$ cat config.mk
export PLATFORM = sky130hd
export DESIGN_NAME = pbalc_cell
export DESIGN_NICKNAME = d
export VERILOG_FILES = /design/src/rtl/core/pbalc_pkg.sv /design/src/rtl/core/pbalc_cell.sv
export SDC_FILE = /design/constraint.sdc
export NUM_CORES = 1
export LEC_CHECK = 0
export BUFFER_PORTS_ARGS = -buffer_cell sky130_fd_sc_hd__clkbuf_2
export CAP_MARGIN = 30
export CORE_AREA = 2 2 184 186
export DETAILED_ROUTE_END_ITERATION = 7
export DIE_AREA = 0 0 186 188
export PLACE_DENSITY_LB_ADDON = 0.08
export SYNTH_ARGS = -nofsm -noshare
export SYNTH_HDL_FRONTEND = slang
export SYNTH_SLANG_ARGS = --single-unit
$ cat constraint.sdc
create_clock -name i_clk -period 9.8 [get_ports i_clk]
set_input_delay 2.45 -clock i_clk [delete_from_list [all_inputs] [get_ports i_clk]]
set_output_delay 2.45 -clock i_clk [all_outputs]
set_load 0.01 [all_outputs]
$ cat src/rtl/core/pbalc_pkg.sv
// Shared types and constants for the partition bump allocator.
package pbalc_pkg;

    // Widths fixed by the request and result fields.
    localparam int unsigned PID_W    = 64;
    localparam int unsigned STREAM_W = 32;
    localparam int unsigned UNITS_W  = 7;
    localparam int unsigned MASK_W   = 64;
    localparam int unsigned LIVE_W   = 7;
    localparam int unsigned STATUS_W = 2;
    localparam int unsigned OP_W     = 2;

    // Slot index and live count widths cover the largest supported table (4096 entries).
    localparam int unsigned IDX_W = 12;
    localparam int unsigned CNT_W = 13;

    localparam logic [LIVE_W-1:0] LIVE_MAX = 7'd127;

    typedef enum logic [OP_W-1:0] {
        OP_ALLOC   = 2'd0,
        OP_FREE    = 2'd1,
        OP_STATS   = 2'd2,
        OP_INVALID = 2'd3
    } t_op;

    typedef enum logic [STATUS_W-1:0] {
        ST_OK       = 2'd0,
        ST_NO_SPACE = 2'd1,
        ST_BAD_OP   = 2'd2
    } t_status;

    typedef enum logic [1:0] {
        S_IDLE,
        S_SCAN,
        S_COMMIT
    } t_state;

    // Search token that walks down the row of table cells.
    typedef struct packed {
        logic              valid;
        logic              hit;
        logic [IDX_W-1:0]  hit_idx;
        logic [MASK_W-1:0] hit_mask;
        logic              free;
        logic [IDX_W-1:0]  free_idx;
        logic [CNT_W-1:0]  count;
    } t_token;

    // Table update broadcast to every cell at the end of a request.
    typedef struct packed {
        logic                en;
        logic                set;
        logic [IDX_W-1:0]    idx;
        logic [PID_W-1:0]    pid;
        logic [STREAM_W-1:0] stream;
        logic [MASK_W-1:0]   mask;
    } t_write;

endpackage

$ cat src/rtl/core/pbalc_cell.sv
// One table slot of the allocator with its stage of the search token chain.
module pbalc_cell
    import pbalc_pkg::*;
#(
    parameter int unsigned CELL_IDX = 0
) (
    input  logic                i_clk,
    input  logic                i_rst_n,
    input  logic [PID_W-1:0]    i_pid,
    input  logic [STREAM_W-1:0] i_stream,
    input  t_token              i_tok,
    input  t_write              i_wr,
    output t_token              o_tok
);

    localparam logic [IDX_W-1:0] MY_IDX = IDX_W'(CELL_IDX);

    logic                r_live;
    logic [PID_W-1:0]    r_pid;
    logic [STREAM_W-1:0] r_stream;
    logic [MASK_W-1:0]   r_mask;
    t_token              r_tok;
    t_token              n_tok;
    logic                w_match;

    assign w_match = r_live && (r_pid == i_pid) && (r_stream == i_stream);

    // The earliest matching slot and the earliest free slot win.
    always_comb begin
        n_tok = i_tok;
        if (!i_tok.hit && w_match) begin
            n_tok.hit      = 1'b1;
            n_tok.hit_idx  = MY_IDX;
            n_tok.hit_mask = r_mask;
        end
        if (!i_tok.free && !r_live) begin
            n_tok.free     = 1'b1;
            n_tok.free_idx = MY_IDX;
        end
        n_tok.count = i_tok.count + CNT_W'(r_live);
    end

    always_ff @(posedge i_clk) begin
        if (!i_rst_n) begin
            r_tok.valid <= 1'b0;
        end else begin
            r_tok.valid <= i_tok.valid;
        end
        r_tok.hit      <= n_tok.hit;
        r_tok.hit_idx  <= n_tok.hit_idx;
        r_tok.hit_mask <= n_tok.hit_mask;
        r_tok.free     <= n_tok.free;
        r_tok.free_idx <= n_tok.free_idx;
        r_tok.count    <= n_tok.count;
    end

    always_ff @(posedge i_clk) begin
        if (!i_rst_n) begin
            r_live <= 1'b0;
        end else if (i_wr.en && (i_wr.idx == MY_IDX)) begin
            r_live <= i_wr.set;
        end
    end

    always_ff @(posedge i_clk) begin
        if (i_wr.en && i_wr.set && (i_wr.idx == MY_IDX)) begin
            r_pid    <= i_wr.pid;
            r_stream <= i_wr.stream;
            r_mask   <= i_wr.mask;
        end
    end

    assign o_tok = r_tok;

endmodule

==> results.yml, run 1 <==
status:
  status: "completed"
drt:
  drt_iter0_drc: 210
  ant_nets: 0
  drt-pass1-iter-count: 4
  drc: 0
  wl_mm: 27.7
  vias: 6421
  routedWlPerCell_microns: 17.7
  drt-vias-per-instance: 4.10
power:
  power_density_nw_per_um2: 194
  peakVddDrop_v: 0.000142
  p_leak_nw: 5.99
clock_tree:
  worstSkewPairLatency_ns: 0.50
  cts_buffers: 34
  cts_tree: "yes"
  clkTransAtPathRegs_ns: 0.06
  root_buffer: "clkbuf_16"
  cts_setup_buffers: 0
  ctsLongestPathBuffers: 3
  cts_hold_buf: 0
  htree_levels: 2
  ctsResizeCount: 0
  clock_sinks: 265
synth:
  synth.area.top_cells: "edfxtp_1 (51%), dfxtp_1 (22%), mux2_2 (5.6%)"
  synth.top_cells.by_count: "edfxtp_1 (160), dfxtp_1 (105), xor2_1 (56)"
  synthFlopType: "edfxtp_1"
  synth_top_area_cell: "edfxtp_1"
  synth_edf_count: 160
  synth_fp_nets: 957
  yosysSeqAreaShare_pct: 73.5
  ys_types: 37
  synth_most_common_cell: "edfxtp_1"
  ys.warnings.count: 0
  syn_inst: 579
  synthArstFlopShare_pct: 0
  syn_area_sq_um: 9400
  ys_seq_elements: 265
  netlist.area_leader.share_pct: 51.1
  syn_area_per_cell_sq_um: 16.2
floorplanning:
  core_area_sq_um: 33100
  die_width_microns: 186
  start_util_pct: 28.4
  die_h_microns: 188
  rows: 67
  dieArea_sq_um: 35000
  pin_count: 480
grt:
  grt_pass1_wl_mm: 39.9
  grt_usage_pct: 15.4
  first_global_vias: 6765
  grt_max_degree: 162
  antenna_found_initial: 9
  overflow: 0
sta:
  tns_ns: 0
  finClkSkew_ns: 0.0149
  worst_slew_pin_slew_ns: 0.956
  min_period_ns: 4.79
  max_clock_freq_mhz: 209
  maxSlewHeadroom_pct: 36.3
  rsz0062_at_grt: "false"
  report.final.hold_viol_count: 0
  fin_crit_sh_pct: 48.8
  finalSetupViolations: 0
  final_max_slew_viol_count: 0
worst_setup_path:
  crit_family: "compound AO/OA/AOI/OAI gates"
  timing.critical_path.cells: "clkbuf_2, nor2b_1, a2111oi_0, o2111ai_1, nor4_1, nand4_4, buf_4, buf_16, mux2_4"
  slowest_stage: "a2111oi_0"
  end_kind: "register"
  crit_path_start_kind: "input pin"
  cp.buffers_inverters: 3
  max_stage_delay_ns: 0.67
  worstPathRequired_ns: 10.18
  crit_type: "input pin to register"
  critPathArrivalTime_ns: 5.16
  crit_fanout: 50
placed_design:
  gp_congestion: 0.763
  dpl.hpwl_mm: 21.6
  io_buffers: 479
run:
  maxCapViolCount: 0
cells_and_area:
  fin_util_pct: 41.0
  fillers: 3234
  drive_above_1_share_pct: 53.8
  syn_to_final_growth_pct: 44.3
  nets: 1467
worst_hold_path:
  min-delay-path-class: "register to register"
## cells in the final DEF, fill, tap and decap left out, types with 2 or more instances in the layout
cell	count
nand2b_1	5
and3_1	4
mux2_2	47
nor4_1	18
dfxtp_1	105
and2_1	13
nand4_1	6
clkinv_1	6
inv_1	33
ha_1	2
bufinv_16	4
clkbuf_8	3
nand2_1	4
o2111ai_1	2
a2111oi_0	8
clkinv_2	2
o2bb2ai_1	2
xnor2_1	12
clkbuf_1	7
diode_2	6
clkbuf_16	37
and4_1	2
mux2_4	17
o22ai_1	13
xor2_1	56
a22o_1	2
nand3_1	7
nor2_1	3
nor2b_1	38
clkbuf_2	479
edfxtp_1	160
## metrics by stage
stage | total power (W) | setup slack (ns) | area, sq um | hold WS, ns | instances
floorplan | 0.00128 | 2.27 | 9400 | 0.407 | 579
global placement | 0.00139 | 4.05 | 12300 | 0.451 | 1499
CTS | 0.00268 | 4.65 | 13500 | 0.471 | 1561
global route | 0.00274 | 4.82 | 13600 | 0.476 | 1568
finish | 0.00264 | 5.01 | 13600 | 0.467 | 1568
detailed placement | 0.00139 | 4.12 | 12400 | 0.458 | 1500
## worst register-to-register path: stages (launching register included)
cell	delay, ns
edfxtp_1	0.41
nor2b_1	0.16
a2111oi_0	0.64
o2111ai_1	0.23
nor4_1	0.51
nand4_4	0.13
buf_4	0.31
buf_16	0.28
mux2_4	0.39
## cell families after synthesis
family	count (synthesis)	share of synthesized area (%)
buf+inv	42	1.89
flops	265	73.5
fa+ha+maj	2	0.266
mux	64	8.35
xor+xnor	68	6.34
simple gates	106	6.95
compound gates	32	2.74
## flip-flops by register name, summed over array words and instances, names as in the netlist
name      flops
o_tok       104
r_mask       64
r_pid        64
r_stream     32
r_live        1
## final timing paths
path	startpoint	to	slack [ns]	cells after the start
max reg2reg	r_pid[19]	o_tok[86]	6.64	8
max	i_pid[27]	o_tok[86]	5.01	9
min	r_mask[20]	o_tok[46]	0.47	1
min reg2reg	r_mask[20]	o_tok[46]	0.47	1
## metal layers
metal  up-vias  routed length (microns)  track usage [%]  part of all wire (%)
li1       3137                        -                -                     -
met1      2922                    10300             16.7                    37
met2       296                    13500             26.1                    49
met3        60                     3040             6.82                    11
met4         6                      844             6.21                   3.0
met5         -                       42                0                  0.15
## cell type report
class,instances,area [sq um],share of cell area [%]
timing repair buffer,483,2460,18.1
inverter,33,124,0.913
tap,448,561,4.13
antenna,6,15.0,0.111
sequential,265,6910,50.9
clock inverter,14,173,1.27
multi-input combinational,272,2330,17.2
clock buffer,47,993,7.33
## power by group
group          internal [W]  total, W  switching [W]
sequential          0.00120   0.00121     0.00000605
clock              0.000814   0.00127       0.000459
combinational     0.0000926  0.000155      0.0000623
total               0.00211   0.00264       0.000528
Note: power is estimated with default switching activity, not from simulation.
==> run 2: changes to the inputs <==
ABC_AREA = 1   (was not set)
CORE_AREA = 2 2 185 187   (was 2 2 184 186)
DIE_AREA = 0 0 187 189   (was 0 0 186 188)
clock period = 4.65 ns   (was 9.8 ns; I/O delays follow)
==> run 2 against run 1 <==
Net effect: hold slack worse by 0.035 ns; die area up 1.1%; sequential share of layout area down 2.3 points; non-clock buffer count up 2; clock power up 95%; setup slack worse by 3.2 ns; first-iteration DRC count up 17%; register-to-register slack worse by 4.4 ns; critical path type unchanged; largest power group is now registers; highest routed layer unchanged.
==> results.yml, run 2 <==
status:
  status: "completed"
clock_tree:
  clock_sinks: 265
  worstSkewPairLatency_ns: 0.50
  cts_setup_buffers: 0
  root_buffer: "clkbuf_16"
  cts_hold_buf: 0
  ctsResizeCount: 0
  ctsLongestPathBuffers: 3
  clkTransAtPathRegs_ns: 0.06
  htree_levels: 2
  cts_tree: "yes"
  cts_buffers: 34
synth:
  ys_seq_elements: 265
  synth.top_cells.by_count: "nand2_1 (366), inv_1 (188), edfxtp_1 (160)"
  netlist.area_leader.share_pct: 47.0
  syn_area_per_cell_sq_um: 9.68
  syn_area_sq_um: 10200
  synthFlopType: "edfxtp_1"
  synth_most_common_cell: "nand2_1"
  yosysSeqAreaShare_pct: 67.5
  synth_fp_nets: 1435
  ys.warnings.count: 0
  synth.area.top_cells: "edfxtp_1 (47%), dfxtp_1 (21%), nand2_1 (13%)"
  syn_inst: 1057
  ys_types: 27
  synthArstFlopShare_pct: 0
  synth_edf_count: 160
  synth_top_area_cell: "edfxtp_1"
drt:
  dr_wl_met2_mm: 16.1
  wl_mm: 31.0
  drt-vias-per-instance: 4.11
  drc: 0
  vias: 8337
  wl_met3_mm: 2.42
  top_layer_used: "met5"
  drt-pass1-iter-count: 5
  routedWlPerCell_microns: 15.3
  ant_nets: 0
  wl_met1_mm: 11.7
  drt_iter0_drc: 245
power:
  intPower_w: 0.00423
  power_density_nw_per_um2: 379
  p_seq_share_pct: 47.4
  pwr-share-comb_pct: 6.4
  peakVddDrop_v: 0.000242
  clock_power_share_pct: 46.2
  p_switching_w: 0.00115
  netSwitchingFraction_pct: 21.4
  p_leak_nw: 7.06
cells_and_area:
  seq_area_sq_um: 6910
  final_common_cell: "clkbuf_2"
  final_cells: 2029
  syn_to_final_growth_pct: 38.9
  nets: 1933
  multiInputGateArea_sq_um: 2490
  fillers: 3423
  largest_reg_flops: 104
  fin_area_sq_um: 14200
  mostFrequentLayoutCells: "clkbuf_2 (479), nand2_1 (365), inv_1 (187)"
  drive_above_1_share_pct: 34.1
worst_setup_path:
  cp.buffers_inverters: 3
  end_kind: "register"
  crit_family: "simple AND/OR/NAND/NOR gates"
  worstPathRequired_ns: 5.09
  crit_type: "input pin to register"
  crit_path_start_kind: "input pin"
  timing.critical_path.cells: "clkbuf_2, inv_1, nand2_1, nand2_1, nor2_1, nand2_1, nor2_1, nand2_1, nor2_1, nand2_2, nor2_4, buf_4, nand2_1, nand2_1"
  crit_fanout: 28
  ff2ff_setup_slack_ns: 2.21
  critPathArrivalTime_ns: 3.26
  slowest_stage: "nor2_4"
  crit_top_cell: "nand2_1"
  max_stage_delay_ns: 0.62
run:
  maxCapViolCount: 0
floorplanning:
  die_h_microns: 189
  rows: 67
  core_area_sq_um: 33300
  pin_count: 480
  start_util_pct: 30.7
  dieArea_sq_um: 35300
  die_width_microns: 187
placed_design:
  io_buffers: 479
  gp_congestion: 0.828
  dp_cells: 1967
  place_area_sq_um: 13100
  dpl.hpwl_mm: 23.9
grt:
  grt_max_degree: 128
  first_global_vias: 8337
  grt_pass1_wl_mm: 46.4
  grt_usage_pct: 17.2
  overflow: 0
  antenna_found_initial: 3
sta:
  rsz0062_at_grt: "false"
  finClkSkew_ns: 0.0186
  tns_ns: 0
  report.final.hold_viol_count: 0
  min_period_ns: 2.82
  maxSlewHeadroom_pct: 44.8
  worst_slew_pin_slew_ns: 0.825
  final_max_slew_viol_count: 0
  finalSetupViolations: 0
  fin_crit_sh_pct: 60.6
  max_clock_freq_mhz: 355
worst_hold_path:
  min-delay-path-class: "register to register"
run 2: cell types whose count changed after synthesis, sizes merged, moves of 49 or more:
cell / change
mux2: -64
nor2: +78
inv: +155
o21ai: +86
xor2: -49
nand2: +362
run 2: cell families (layout without fill, tap and decap cells):
logic type / Yosys count / in the layout / synth area share [%]
other: 0 / 2 / 0
AO/OA/AOI/OAI: 90 / 90 / 4.46
adder cells (fa/ha/maj): 2 / 2 / 0.245
XOR/XNOR: 23 / 23 / 1.97
flip-flops: 265 / 265 / 67.5
AND/OR/NAND/NOR: 466 / 466 / 17.6
buffers and inverters: 211 / 733 / 8.21
run 2: path summary, 6_finish.rpt:
path	startpoint	endpoint	depth (start not counted)
setup / recovery	i_pid[37]	o_tok[47]	14
hold / removal	r_mask[10]	o_tok[36]	2
setup reg to reg	r_pid[37]	o_tok[47]	12
hold reg to reg	r_mask[10]	o_tok[36]	2
run 2: routing by layer:
layer | vias up | GRT usage (%)
li1 | 4284 | -
met1 | 3700 | 18.7
met2 | 306 | 31.8
met3 | 45 | 5.38
met4 | 2 | 5.34
met5 | - | 0
run 2: tightest hold or removal path, cell delays in order (launching register included):
cell      delay [ns]
edfxtp_1        0.32
nand2_1         0.05
nand2_1         0.05
run 2: cell type report:
class | count | area share (%)
flip-flops and latches | 265 | 48.6
multi-input cells | 581 | 17.5
repair buffers | 485 | 17.4
clock buffers | 49 | 6.82
inverters | 188 | 4.99
well taps | 448 | 3.95
clock inverters | 11 | 0.713
diodes | 2 | 0.0352
run 2: power groups by stage:
stage	Combinational, W	Sequential, W	Clock [W]
after floorplan	0.0000869	0.00262	0
after global placement	0.000347	0.00260	0
after detailed placement	0.000350	0.00260	0
after CTS	0.000352	0.00255	0.00257
after global routing	0.000391	0.00255	0.00267
final	0.000345	0.00255	0.00248
run 2: metrics by stage:
| step | hold slack [ns] | setup WS, ns | util (%) | power [W] |
|---|---|---|---|---|
| 5_1_grt | 0.457 | 1.61 | 42.7 | 0.00561 |
| 2_1_floorplan | 0.419 | 0.389 | - | 0.00271 |
| 3_3_place_gp | 0.422 | 1.32 | 39.5 | 0.00295 |
| 6_report | 0.432 | 1.83 | 42.7 | 0.00538 |
| 3_5_place_dp | 0.426 | 1.28 | 39.5 | 0.00295 |
| 4_1_cts | 0.437 | 1.80 | 42.7 | 0.00548 |
==> run 3: changes to the inputs <==
ABC_AREA = 0   (was 1)
CORE_AREA = 2 2 187 189   (was 2 2 185 187)
DIE_AREA = 0 0 189 191   (was 0 0 187 189)
clock period = 2.6 ns   (was 4.65 ns; I/O delays follow)
==> run 3 against run 2 <==
Net effect: wire length decreased by 3.4%; first-iteration DRC count shrank 18%; cell area fell by 0.23%; sequential power increased by 79%; via count shrank 22%; non-clock buffer count rose by 39; highest routed layer unchanged; the run now ends with negative setup slack left; sequential share of layout area is 0.11 points higher; clock power grew 69%.
==> results.yml, run 3 (same netlist as run 1, synthesis figures left out) <==
status:
  violations: "negative setup slack"
  status: "finished with violations"
clock_tree:
  root_buffer: "clkbuf_16"
  clkTransAtPathRegs_ns: 0.06
  cts_buffers: 31
  cts_tree: "yes"
  clock_sinks: 265
  cts_hold_buf: 0
  ctsLongestPathBuffers: 3
  worstSkewPairLatency_ns: 0.55
  htree_levels: 1
drt:
  drc: 0
  drt-pass1-iter-count: 4
  drt-vias-per-instance: 4.05
  wl_mm: 29.9
  vias: 6521
  drt_iter0_drc: 201
  ant_nets: 0
  routedWlPerCell_microns: 18.6
worst_setup_path:
  crit_fanout: 6
  end_kind: "register"
  crit_type: "register to register"
  worstPathRequired_ns: 3.03
  crit_path_start_kind: "register"
  critPathArrivalTime_ns: 3.19
worst_hold_path:
  min-delay-path-class: "input pin to register"
sta:
  finalSetupViolations: 75
  fin_crit_sh_pct: 106
  final_max_slew_viol_count: 0
  max_clock_freq_mhz: 362
  maxSlewHeadroom_pct: 45.6
  worst_slack_ns: -0.161
  rsz0062_at_grt: "true"
  report.final.hold_viol_count: 0
  finClkSkew_ns: 0.0110
  min_period_ns: 2.76
  worst_slew_pin_slew_ns: 0.813
grt:
  grt_pass1_wl_mm: 42.4
  antenna_found_initial: 6
  first_global_vias: 6945
  grt_usage_pct: 16.0
  overflow: 0
  grt_max_degree: 53
floorplanning:
  start_util_pct: 27.6
  die_width_microns: 189
  rows: 68
  core_area_sq_um: 34100
  die_h_microns: 191
  pin_count: 480
  dieArea_sq_um: 36100
placed_design:
  dpl.hpwl_mm: 22.5
  gp_congestion: 0.745
  place_area_sq_um: 12600
  io_buffers: 479
  place_ws_ns: -0.951
cells_and_area:
  final_common_cell: "clkbuf_2"
  syn_to_final_growth_pct: 50.8
  largest_reg_flops: 104
  drive_above_1_share_pct: 57.3
  mostFrequentLayoutCells: "clkbuf_2 (479), edfxtp_1 (160), dfxtp_1 (105)"
  fin_util_pct: 41.5
  nets: 1505
  fin_area_sq_um: 14200
run:
  maxCapViolCount: 0
power:
  clock_power_share_pct: 44.7
  pwr-share-comb_pct: 6.6
  netSwitchingFraction_pct: 20.9
  peakVddDrop_v: 0.000487
  p_seq_share_pct: 48.7
  p_switching_w: 0.00196
  intPower_w: 0.00739
  p_leak_nw: 6.33
  power_density_nw_per_um2: 660
==> run 3: worst max-delay path, stage by stage (launching register included) <==
cell	delay, ns
edfxtp_1	0.37
xor2_1	0.16
nor4_1	0.35
buf_4	0.17
nand4_1	0.14
nor4_4	0.44
buf_4	0.19
nand4_4	0.10
buf_12	0.17
buf_8	0.12
buf_16	0.13
mux2_4	0.28
==> run 3: worst paths after layout <==
path	to	from	depth (start not counted)	slack, ns
setup / recovery	o_tok[81]	r_pid[44]	11	-0.16
hold / removal	r_pid[60]	i_wr[156]	1	0.27
setup reg to reg	o_tok[81]	r_pid[44]	11	-0.16
hold reg to reg	o_tok[25]	r_live	1	0.45
==> run 3: what timing repair did <==
| item | in CTS | in global routing |
|---|---|---|
| cloned | 9 | 1 |
| resized for setup | 36 | 8 |
| endpoints found under the setup margin | 77 | 77 |
| hold endpoints to repair | 0 | 0 |
| pin swaps | 11 | 4 |
| setup buffers | 10 | 4 |
==> run 3: cell type report <==
class	count	area, sq um
antenna	4	10.0
clock buffer	46	945
clock inverter	11	51.3
fill	3327	19900
inverter	33	124
multi-input combinational	272	2460
sequential	265	6910
tap	455	569
timing repair buffer	524	3110
==> run 3: stage by stage <==
step | cells | setup TNS (ns) | power [W] | hold slack (ns)
final | 1610 | -7.29 | 0.00935 | 0.270
after detailed placement | 1527 | -68.97 | 0.00525 | 0.441
after floorplan | 579 | -214.94 | 0.00483 | 0.407
after global routing | 1609 | -20.15 | 0.00972 | 0.246
after CTS | 1603 | -9.71 | 0.00949 | 0.240
after global placement | 1527 | -81.15 | 0.00524 | 0.444
==> run 3: power groups by stage <==
stage               clock network (W)  logic (W)  registers [W]
CTS                           0.00432   0.000621        0.00456
floorplan                           0   0.000137        0.00469
global placement                    0   0.000597        0.00464
global route                  0.00449   0.000678        0.00456
detailed placement                  0   0.000606        0.00464
finish                        0.00418   0.000615        0.00456
==> run 3: metal layers <==
metal / vias to the layer above / routed length [microns] / GRT usage [%]
li1: 3215 / - / -
met1: 2974 / 11300 / 17.9
met2: 284 / 15000 / 28.0
met3: 44 / 2940 / 6.30
met4: 4 / 709 / 4.87
met5: - / 30 / 0
